[src/hdl/glos_pkg.sv]
package glos_pkg;

  localparam int GridWidth  = 64;
  localparam int GridHeight = 64;
  localparam int CoordW     = 6;
  localparam int AddrW      = 12;
  localparam int QueueDepth = 2;

  typedef enum logic {
    CMD_WRITE = 1'b0,
    CMD_QUERY = 1'b1
  } cmd_t;

  typedef struct packed {
    cmd_t              command;
    logic [CoordW-1:0] ax;
    logic [CoordW-1:0] ay;
    logic              blocked;
    logic [CoordW-1:0] bx;
    logic [CoordW-1:0] by;
  } job_t;

  typedef enum logic [1:0] {
    ST_IDLE,
    ST_READ,
    ST_TEST,
    ST_SEND
  } back_state_t;

  // Unit-interval test on q/d without dividing.
  function automatic logic ratio_in_unit(input logic signed [15:0] q,
                                         input logic signed [15:0] d);
    logic r;
    if (d > 16'sd0) r = (q >= 16'sd0) && (q <= d);
    else            r = (q <= 16'sd0) && (q >= d);
    return r;
  endfunction

  // Segment P1-P2 against an axis-aligned edge A-B.
  function automatic logic meets_edge(
      input logic signed [8:0] p1x, input logic signed [8:0] p1y,
      input logic signed [8:0] p2x, input logic signed [8:0] p2y,
      input logic signed [8:0] ax,  input logic signed [8:0] ay,
      input logic signed [8:0] bx,  input logic signed [8:0] by);
    logic signed [15:0] d1x, d1y, d2x, d2y, d, q, q2, ex, ey;
    logic r;
    d1x = 16'(p2x) - 16'(p1x);
    d1y = 16'(p2y) - 16'(p1y);
    d2x = 16'(bx) - 16'(ax);
    d2y = 16'(by) - 16'(ay);
    ex  = 16'(p1x) - 16'(ax);
    ey  = 16'(p1y) - 16'(ay);
    d   = 16'(d1x * d2y - d1y * d2x);
    q   = 16'(ey * d2x - ex * d2y);
    q2  = 16'(ey * d1x - ex * d1y);
    if (d == 16'sd0) r = 1'b0;
    else             r = ratio_in_unit(q, d) && ratio_in_unit(q2, d);
    return r;
  endfunction

endpackage

[src/hdl/glos_front.sv]
module glos_front (
  input  logic                          clk,
  input  logic                          rst,
  input  logic                          in_valid,
  output logic                          in_stall,
  input  glos_pkg::job_t                in_job,
  output logic                          q_valid,
  input  logic                          q_take,
  output glos_pkg::job_t                q_job
);

  glos_pkg::job_t slot [glos_pkg::QueueDepth];
  logic           wr_ptr;
  logic           rd_ptr;
  logic [1:0]     count;
  logic           push;
  logic           pop;

  assign in_stall = (count == 2'd2);
  assign push     = in_valid && !in_stall;
  assign q_valid  = (count != 2'd0);
  assign pop      = q_valid && q_take;
  assign q_job    = slot[rd_ptr];

  always_ff @(posedge clk) begin
    if (push) begin
      slot[wr_ptr] <= in_job;
    end
  end

  always_ff @(posedge clk) begin
    if (rst) begin
      wr_ptr <= 1'b0;
      rd_ptr <= 1'b0;
      count  <= 2'd0;
    end else begin
      if (push) wr_ptr <= ~wr_ptr;
      if (pop)  rd_ptr <= ~rd_ptr;
      count <= count + 2'(push) - 2'(pop);
    end
  end

  assert property (@(posedge clk) disable iff (rst) count <= 2'd2)
    else $error("queue overfilled");
  assert property (@(posedge clk) disable iff (rst)
    (count == 2'd2 && !pop) |=> count == 2'd2)
    else $error("full queue lost an entry");
  assert property (@(posedge clk) disable iff (rst)
    (count == 2'd0) |-> !pop)
    else $error("pop from empty queue");

endmodule

[config.mk]
export PLATFORM = sky130hd
export DESIGN_NAME = glos_front
export DESIGN_NICKNAME = d
export VERILOG_FILES = /design/src/hdl/glos_pkg.sv /design/src/hdl/glos_front.sv
export SDC_FILE = /design/constraint.sdc
export NUM_CORES = 1
export LEC_CHECK = 0
export ABC_CLOCK_PERIOD_IN_PS = 2000
export BUFFER_PORTS_ARGS = -buffer_cell sky130_fd_sc_hd__buf_2
export CORE_MARGIN = 8
export CORE_UTILIZATION = 30
export CTS_CLUSTER_DIAMETER = 100
export DETAILED_ROUTE_END_ITERATION = 6
export HOLD_SLACK_MARGIN = 0.06
export PLACE_DENSITY = 0.62
export SLEW_MARGIN = 20
export SYNTH_ARGS = -nofsm -noshare
export SYNTH_HDL_FRONTEND = slang
export SYNTH_SLANG_ARGS = --single-unit
[constraint.sdc]
create_clock -name clk -period 2 [get_ports clk]
set_clock_uncertainty 0.1 [all_clocks]
set_input_delay 0.2 -clock clk [delete_from_list [all_inputs] [get_ports clk]]
set_output_delay 0.2 -clock clk [all_outputs]
set_load 0.02 [all_outputs]
==> results_tabular.tex, run 1 <==
\begin{tabular}{lr}
\hline
Metric & Value \\
\hline
\multicolumn{2}{l}{\textbf{STA}} \\
\quad Worst slack on hold paths & $\sim$0.17 ns \\
\quad Setup ws final & 0.2430 ns \\
\quad Slew at the pin with the worst max-slew slack & roughly 0.27 ns \\
\quad Final TNS setup & 0 ns \\
\quad Post-route fraction of the period consumed by the critical path & 0.8785 \\
\quad Shortest clock period the worst path allows after layout & 1.757 ns \\
\quad Setup violation total in the final timing report & 0 \\
\quad Final slew viol count & 0 \\
\quad RSZ-0062 raised after global routing & no \\
\quad Relative max-transition margin & 0.8198 \\
\quad Maximum clock rate & about 570 MHz \\
\quad Hold Violations, Final & 0 \\
\multicolumn{2}{l}{\textbf{Power}} \\
\quad Maximum vdd ir drop & roughly 550 uV \\
\quad Reported net switching power & about 1 mW \\
\quad Combinational power share & 0.298 \\
\quad Part of the power in registers & 0.454 \\
\quad Int Power & 2.356 mW \\
\quad Clock share of power & 0.248 \\
\quad Total leakage power & approximately 1.2 nW \\
\quad Switching portion of total power & 0.3016 \\
\quad Total power per unit cell area & about 1100 mW/mm\^{}2 \\
\multicolumn{2}{l}{\textbf{Job}} \\
\quad Max cap viols & 0 \\
\multicolumn{2}{l}{\textbf{Yosys}} \\
\quad Asr flop ratio synth & 0 \\
\quad Total standard cell area after synthesis & between 0.002 and 0.0025 sq mm \\
\quad Fraction of the yosys area taken by sequential cells & 0.7881 \\
\quad Count of cell types in the netlist & 20 \\
\quad Leading post-synthesis cells by cell area & sky130\_fd\_sc\_hd\_\_edfxtp\_1 (74\%), sky130\_fd\_sc\_hd\_\_mux2\_2 (14\%), sky130\_fd\_sc\_hd\_\_dfxtp\_1 (4.7\%), sky130\_fd\_sc\_hd\_\_ha\_1 (1.2\%), sky130\_fd\_sc\_hd\_\_xnor2\_1 (0.83\%) \\
\quad Synthesized net count & around 140 \\
\quad Area share of the leading cell type in the synthesized netlist & 0.7407 \\
\quad Cell with the most instances after synthesis & sky130\_fd\_sc\_hd\_\_edfxtp\_1 \\
\quad Cell count after synthesis & 107 \\
\quad Avg Cell Area, Syn & between 15 and 20 sq um \\
\quad Post-synth EDFFs & 52 \\
\quad Commonest cells in the netlist & sky130\_fd\_sc\_hd\_\_edfxtp\_1 (52), sky130\_fd\_sc\_hd\_\_mux2\_2 (26), sky130\_fd\_sc\_hd\_\_dfxtp\_1 (5), sky130\_fd\_sc\_hd\_\_inv\_1 (3), sky130\_fd\_sc\_hd\_\_nor2\_1 (3) \\
\quad Flop and latch count out of synthesis & 57 \\
\quad Ys flop type & sky130\_fd\_sc\_hd\_\_edfxtp\_1 \\
\quad Most area-hungry cell type in the Yosys netlist & sky130\_fd\_sc\_hd\_\_edfxtp\_1 \\
\quad Yosys warnings & 0 \\
\multicolumn{2}{l}{\textbf{Critical path}} \\
\quad Critical Path Source Type & flop \\
\quad Critical Setup Path Class & reg -> out \\
\quad FF-to-FF Start & count[0]\$\_SDFF\_PP0\_ \\
\quad Worst setup slack for register-to-register paths & between 0.2 and 0.3 ns \\
\quad Endpoint of the worst-slack reg-to-reg timing path & slot[0][18]\$\_DFFE\_PP\_ \\
\quad Register-to-Register Path Depth & 5 \\
\quad Endpoint type of the worst setup path & output pin \\
\quad Data required time at the worst endpoint & about 1.7 ns \\
\quad Crit path max fanout & 18 \\
\quad Arr. time, crit path & about 1.5 ns \\
\multicolumn{2}{l}{\textbf{Placed design}} \\
\quad Post-placement setup slack & $\sim$0.26 ns \\
\quad Estimated wirelength of the detail-placed design & 2.708 mm \\
\quad Final Wtd Congestion & slightly below 0.7 \\
\quad Port-buffer cells & 57 \\
\quad Placed insts & approximately 260 \\
\quad Area of placed instances & between 0.002 and 0.003 sq mm \\
\multicolumn{2}{l}{\textbf{Layout}} \\
\quad Count of non-filler cells in the finished layout & slightly above 300 \\
\quad Diode insertion count for antenna repair & 0 \\
\quad Share of post-route cells with drive strength above 1 & 0.4904 \\
\quad Final-layout fill cell count & 609 \\
\quad Number of nets in the final layout & around 240 \\
\quad Post-layout instance area & between 0.002 and 0.003 sq mm \\
\quad Layout Area Growth over Synthesis & 40.95\% \\
\multicolumn{2}{l}{\textbf{Drt}} \\
\quad Detailed-route vias per instance & about 4 \\
\quad DRT Wirelength & around 4 mm \\
\quad Remaining antenna violation count after routing & 0 \\
\quad Average wire per standard cell & $\sim$13 um \\
\quad Total via count after detailed routing & 1216 \\
\quad Iteration count of the initial detailed-routing pass & 2 \\
\quad DRC violation total after the first TritonRoute iteration & 26 \\
\quad Number of design rule violations left after detail routing & 0 \\
\multicolumn{2}{l}{\textbf{CTS}} \\
\quad Depth of the CTS H-tree & 3 \\
\quad Number of clock sinks & 57 \\
\quad Setup Fix Bufs, Post-CTS & 0 \\
\quad Post-cts hold buffer count & 27 \\
\quad Clock input transition at the sequential cells of the worst setup and hold paths & roughly 0.060 ns \\
\quad CTS resizes & 0 \\
\quad Buffer cell driving the clock tree root & sky130\_fd\_sc\_hd\_\_clkbuf\_8 \\
\quad Worst skew pair latency & about 0.32 ns \\
\quad Number of buffers created by CTS & 9 \\
\quad Max clock buf depth & 2 \\
\quad Clock tree from TritonCTS & yes \\
\multicolumn{2}{l}{\textbf{Floorplanning}} \\
\quad Die width & around 100 um \\
\quad Height of the die & around 100 um \\
\quad Area of the placeable core & 0.006794 sq mm \\
\quad Initial Utilization & 0.3103 \\
\quad Boundary Pins & 58 \\
\quad Die Outline Area & roughly 0.01 sq mm \\
\quad \# rows & 30 \\
\multicolumn{2}{l}{\textbf{Min path}} \\
\quad Worst hold-check path type & in -> reg \\
\quad Worst Hold Launch & in\_valid \\
\quad Number of cells on the worst hold path & 4 \\
\quad Hold path endpoint & wr\_ptr\$\_SDFFE\_PP0N\_ \\
\multicolumn{2}{l}{\textbf{Global route}} \\
\quad Overall global routing resource usage & 0.08621 \\
\quad Via count of the first global-routing pass & 1392 \\
\quad Global-route wire length before repair & about 6.5 mm \\
\quad Maximum number of pins on one net before global-route repair & 23 \\
\quad Total congestion overflow & 0 \\
\quad Antenna violations before repair & 0 \\
\multicolumn{2}{l}{\textbf{Status}} \\
\quad Result of the run & finished clean \\
\hline
\end{tabular}
-- metal layers --
metal,vias to the layer above,share of wire,track usage
met4,0,0.012,0.04191
met3,8,0.088,0.04983
met5,-,0,0
li1,600,-,-
met2,40,0.48,0.1421
met1,568,0.41,0.08511
-- power by group through the flow --
stage | clock (mW) | sequential [mW] | combinational, mW
4_1_cts | 0.871 | 1.53 | 1.03
2_1_floorplan | 0 | 1.54 | 0.672
3_3_place_gp | 0 | 1.55 | 0.986
5_1_grt | 0.921 | 1.55 | 1.10
6_report | 0.837 | 1.53 | 1.01
3_5_place_dp | 0 | 1.56 | 0.990
-- cells by family (layout without fill, tap and decap cells) --
logic type      Yosys count  count (layout)  share of synthesized area
simple gates              9               9                    0.02374
fa+ha+maj                 2               2                    0.01187
flops                    57              57                     0.7881
compound gates            3               3                   0.008305
mux                      26              26                     0.1389
buf+inv                   7             108                    0.01661
xor+xnor                  3               3                    0.01247
-- area by class of cell --
cell class | count | area, sq um | share of cell area
repair buffers | 88 | 610.6 | 0.2055
clock inverters | 6 | 25.02 | 0.008421
multi-input cells | 43 | 411.6 | 0.1385
flip-flops and latches | 57 | 1662 | 0.5592
inverters | 4 | 15.01 | 0.005053
well taps | 96 | 120.1 | 0.04042
clock buffers | 10 | 127.6 | 0.04295
-- worst max-delay path by stage --
stage	endpoint	start	cells past startpoint
after floorplan	slot[0][0]$_DFFE_PP_	count[0]$_SDFF_PP0_	4
after global placement	slot[0][24]$_DFFE_PP_	count[0]$_SDFF_PP0_	5
after detailed placement	slot[0][17]$_DFFE_PP_	count[0]$_SDFF_PP0_	5
after CTS	q_job[18]	flop	3
after global routing	q_job[8]	flop	3
final	q_job[16]	flop	3
-- critical path, cell delays in order (launching register included) --
cell                      delay (ns)
sky130_fd_sc_hd__dfxtp_1        0.33
sky130_fd_sc_hd__buf_4          0.27
sky130_fd_sc_hd__mux2_2         0.37
sky130_fd_sc_hd__buf_2          0.16
-- per-stage QoR --
| stage | utilization | power, mW |
|---|---|---|
| 2_1_floorplan | - | 2.215 |
| 3_3_place_gp | 0.3751 | 2.538 |
| 3_5_place_dp | 0.3751 | 2.547 |
| 4_1_cts | 0.4374 | 3.438 |
| 5_1_grt | 0.4374 | 3.564 |
| 6_report | 0.4374 | 3.374 |
-- state kept, by name, indices dropped and copies added (netlist names), named ones only --
register / cells
rd_ptr: 1
wr_ptr: 1
slot: 52
count: 2
-- layout by cell type, fill, tap and decap left out, types with 3 or more instances in the layout --
cell                            netlist  layout
sky130_fd_sc_hd__buf_2                1      57
sky130_fd_sc_hd__dlygate4sd3_1        0      27
sky130_fd_sc_hd__edfxtp_1            52      52
sky130_fd_sc_hd__clkinv_1             0       4
sky130_fd_sc_hd__clkbuf_8             0       9
sky130_fd_sc_hd__mux2_2              26      26
sky130_fd_sc_hd__inv_1                3       3
sky130_fd_sc_hd__dfxtp_1              5       5
sky130_fd_sc_hd__nor2_1               3       3
Power figures use the tool's default switching activity.
==> inputs of run 2 (changes only) <==
--- a/config.mk
+++ b/config.mk
@@ -8,11 +8,11 @@
 export ABC_CLOCK_PERIOD_IN_PS = 2000
 export BUFFER_PORTS_ARGS = -buffer_cell sky130_fd_sc_hd__buf_2
 export CORE_MARGIN = 8
-export CORE_UTILIZATION = 30
+export CORE_UTILIZATION = 51
 export CTS_CLUSTER_DIAMETER = 100
 export DETAILED_ROUTE_END_ITERATION = 6
 export HOLD_SLACK_MARGIN = 0.06
-export PLACE_DENSITY = 0.62
+export PLACE_DENSITY = 0.89
 export SLEW_MARGIN = 20
 export SYNTH_ARGS = -nofsm -noshare
 export SYNTH_HDL_FRONTEND = slang
==> run 2 against run 1 <==
Against the previous run: non-clock buffer count unchanged; first-iteration DRC count up 120%; combinational power about the same; cell area decreased by 1.5%; utilization up 29 points; sequential power is essentially flat; register-to-register slack gained 0.06 ns; die area decreased by 35%; critical endpoint is now q_job[0].
==> results_tabular.tex, run 2 (same netlist as run 1, synthesis figures left out) <==
\begin{tabular}{lr}
\hline
Metric & Value \\
\hline
\multicolumn{2}{l}{\textbf{Status}} \\
\quad Result of the run & finished clean \\
\multicolumn{2}{l}{\textbf{STA}} \\
\quad Relative max-transition margin & 0.7742 (-0.04560) \\
\quad Final slew viol count & 0 (unchanged) \\
\quad RSZ-0062 raised after global routing & no \\
\quad Hold Violations, Final & 0 (unchanged) \\
\quad Setup violation total in the final timing report & 0 (unchanged) \\
\quad Slew at the pin with the worst max-slew slack & 0.3387 ns (+0.06840 ns) \\
\quad Shortest clock period the worst path allows after layout & 1.802 ns (+0.04532 ns) \\
\quad Maximum clock rate & 554.8 MHz (-2.5\%) \\
\quad Final TNS setup & 0 ns (unchanged) \\
\quad Post-route fraction of the period consumed by the critical path & 0.9012 (+0.02266) \\
\multicolumn{2}{l}{\textbf{Layout}} \\
\quad Most flops, register & slot \\
\quad Storage element area & 0.001662 sq mm (unchanged) \\
\quad Largest registers & slot (52), count (2) \\
\quad Share of post-route cells with drive strength above 1 & 0.4952 (+0.004808) \\
\quad Number of flip-flops under the largest register name & 52 (unchanged) \\
\quad Final-layout fill cell count & 262 (-57\%) \\
\quad Number of nets in the final layout & 235 (unchanged) \\
\quad Area taken by multi-input logic gates & 411.6 sq um (unchanged) \\
\quad Most common cell after layout, fill and taps aside & sky130\_fd\_sc\_hd\_\_buf\_2 \\
\quad Diode insertion count for antenna repair & 0 (unchanged) \\
\quad Commonest non-fill, non-tap cells in the layout & sky130\_fd\_sc\_hd\_\_buf\_2 (57), sky130\_fd\_sc\_hd\_\_edfxtp\_1 (52), sky130\_fd\_sc\_hd\_\_dlygate4sd3\_1 (27), sky130\_fd\_sc\_hd\_\_mux2\_2 (26), sky130\_fd\_sc\_hd\_\_clkbuf\_8 (9) \\
\quad Layout Area Growth over Synthesis & 38.87\% \\
\multicolumn{2}{l}{\textbf{Drt}} \\
\quad Remaining antenna violation count after routing & 0 (unchanged) \\
\quad Average wire per standard cell & 16.51 um (+24\%) \\
\quad DRT Wirelength & 4.259 mm (+5.0\%) \\
\quad Iteration count of the initial detailed-routing pass & 4 (+2) \\
\quad Detailed-route vias per instance & 4.864 (+22\%) \\
\quad Total via count after detailed routing & 1255 (+3.2\%) \\
\quad DRC violation total after the first TritonRoute iteration & 56 (+120\%) \\
\quad Number of design rule violations left after detail routing & 0 (unchanged) \\
\multicolumn{2}{l}{\textbf{Power}} \\
\quad Total power per unit cell area & 1196 mW/mm\^{}2 (+5.4\%) \\
\quad Combinational power share & 0.286 (-0.012) \\
\quad Reported net switching power & 1.016 mW (-0.10\%) \\
\quad Switching portion of total power & 0.2902 (-0.01138) \\
\quad Int Power & 2.486 mW (+5.5\%) \\
\quad Clock share of power & 0.276 (+0.028) \\
\quad Final Total Pwr & 3.503 mW (+3.8\%) \\
\quad Maximum vdd ir drop & 801.2 uV (+45\%) \\
\quad Part of the power in registers & 0.439 (-0.015) \\
\quad Total leakage power & 1.159 nW (+0.65\%) \\
\multicolumn{2}{l}{\textbf{Floorplanning}} \\
\quad Die Outline Area & 0.006447 sq mm (-35\%) \\
\quad Die width & 80.30 um (-20\%) \\
\quad Area of the placeable core & 0.004000 sq mm (-41\%) \\
\quad Boundary Pins & 58 (unchanged) \\
\quad Initial Utilization & 0.5271 (+0.2167) \\
\quad \# rows & 23 (-23\%) \\
\quad Height of the die & 80.30 um (-20\%) \\
\multicolumn{2}{l}{\textbf{Critical path}} \\
\quad Endpoint type of the worst setup path & output pin \\
\quad Crit path max fanout & 26 (+8) \\
\quad Register-to-Register Path Depth & 7 (+2) \\
\quad Data required time at the worst endpoint & 1.70 ns (about the same) \\
\quad Critical Setup Path Class & reg -> out \\
\quad Critical Path Source Type & flop \\
\quad Endpoint of the worst-slack reg-to-reg timing path & count[1]\$\_SDFF\_PP0\_ \\
\quad FF-to-FF Start & count[1]\$\_SDFF\_PP0\_ \\
\quad Worst setup slack for register-to-register paths & 0.33 ns (+0.06 ns) \\
\quad Arr. time, crit path & 1.50 ns (+0.04 ns) \\
\multicolumn{2}{l}{\textbf{Min path}} \\
\quad Hold path endpoint & wr\_ptr\$\_SDFFE\_PP0N\_ \\
\quad Number of cells on the worst hold path & 4 (unchanged) \\
\quad Worst hold-check path type & in -> reg \\
\quad Worst Hold Launch & in\_valid \\
\multicolumn{2}{l}{\textbf{CTS}} \\
\quad CTS resizes & 0 (unchanged) \\
\quad Buffer cell driving the clock tree root & sky130\_fd\_sc\_hd\_\_clkbuf\_8 \\
\quad Clock tree from TritonCTS & yes \\
\quad Setup Fix Bufs, Post-CTS & 0 (unchanged) \\
\quad Worst skew pair latency & 0.32 ns (about the same) \\
\quad Depth of the CTS H-tree & 3 (unchanged) \\
\quad Number of buffers created by CTS & 9 (unchanged) \\
\quad Number of clock sinks & 57 (unchanged) \\
\quad Max clock buf depth & 2 (unchanged) \\
\quad Clock input transition at the sequential cells of the worst setup and hold paths & 0.06 ns (about the same) \\
\multicolumn{2}{l}{\textbf{Placed design}} \\
\quad Final Wtd Congestion & 0.7517 (+8.3\%) \\
\quad Port-buffer cells & 57 (unchanged) \\
\quad Estimated wirelength of the detail-placed design & 2.799 mm (+3.4\%) \\
\multicolumn{2}{l}{\textbf{Global route}} \\
\quad Global-route wire length before repair & 6.693 mm (+3.0\%) \\
\quad Total congestion overflow & 0 (unchanged) \\
\quad Maximum number of pins on one net before global-route repair & 27 (+17\%) \\
\quad Via count of the first global-routing pass & 1403 (+0.79\%) \\
\quad Antenna violations before repair & 0 (unchanged) \\
\quad Overall global routing resource usage & 0.1418 (+0.05560) \\
\multicolumn{2}{l}{\textbf{Job}} \\
\quad Max cap viols & 0 (unchanged) \\
\hline
\end{tabular}
[run 2: power by group through the flow]
stage	clock network, mW	registers [mW]	logic [mW]
6_report	0.965	1.54	1.00
5_1_grt	1.03	1.55	1.08
4_1_cts	0.989	1.54	1.01
3_5_place_dp	0	1.56	0.966
3_3_place_gp	0	1.55	0.929
2_1_floorplan	0	1.54	0.672
[run 2: layout make-up]
class | instances | share of cell area
inverter | 4 | 0.005128
tap | 50 | 0.02137
clock buffer | 12 | 0.04615
multi-input combinational | 43 | 0.1406
timing repair buffer | 88 | 0.2043
clock inverter | 4 | 0.01496
sequential | 57 | 0.5675
[run 2: worst max path at each step]
| stage | cells past startpoint | startpoint | end |
|---|---|---|---|
| 2_1_floorplan | 4 | count[0]$_SDFF_PP0_ | slot[0][0]$_DFFE_PP_ |
| 3_3_place_gp | 5 | count[0]$_SDFF_PP0_ | slot[0][10]$_DFFE_PP_ |
| 3_5_place_dp | 7 | count[1]$_SDFF_PP0_ | count[1]$_SDFF_PP0_ |
| 4_1_cts | 3 | flop | q_job[0] |
| 5_1_grt | 3 | flop | q_job[0] |
| 6_report | 3 | flop | q_job[0] |
[run 2: metal layers]
metal / part of all wire / vias up / GRT usage
met5: 0 / - / 0
met4: 0.015 / 0 / 0.07091
met3: 0.083 / 9 / 0.05915
met2: 0.53 / 53 / 0.2449
met1: 0.38 / 593 / 0.1436
li1: - / 600 / -
[run 2: stage by stage]
step / hold WS, ns / util / std cells / area [sq um] / setup WS, ns
3_5_place_dp: 0.2912 / 0.6196 / 215 / 2479 / 0.3295
3_3_place_gp: 0.2888 / 0.6196 / 215 / 2479 / 0.4272
4_1_cts: 0.1664 / 0.7319 / 258 / 2928 / 0.1721
6_report: 0.1803 / 0.7319 / 258 / 2928 / 0.1976
5_1_grt: 0.1998 / 0.7319 / 258 / 2928 / 0.1283
2_1_floorplan: 0.1691 / - / 107 / 2108 / 0.1208
[run 2: what timing repair did]
item                                    CTS  global route
endpoints found under the setup margin    0             0
hold buffers                             27             0
hold endpoints to repair                 57             0
[run 2: critical path: stages, from the launching register on]
cell                      delay [ns]
sky130_fd_sc_hd__dfxtp_1        0.30
sky130_fd_sc_hd__buf_4          0.32
sky130_fd_sc_hd__mux2_2         0.39
sky130_fd_sc_hd__buf_2          0.16
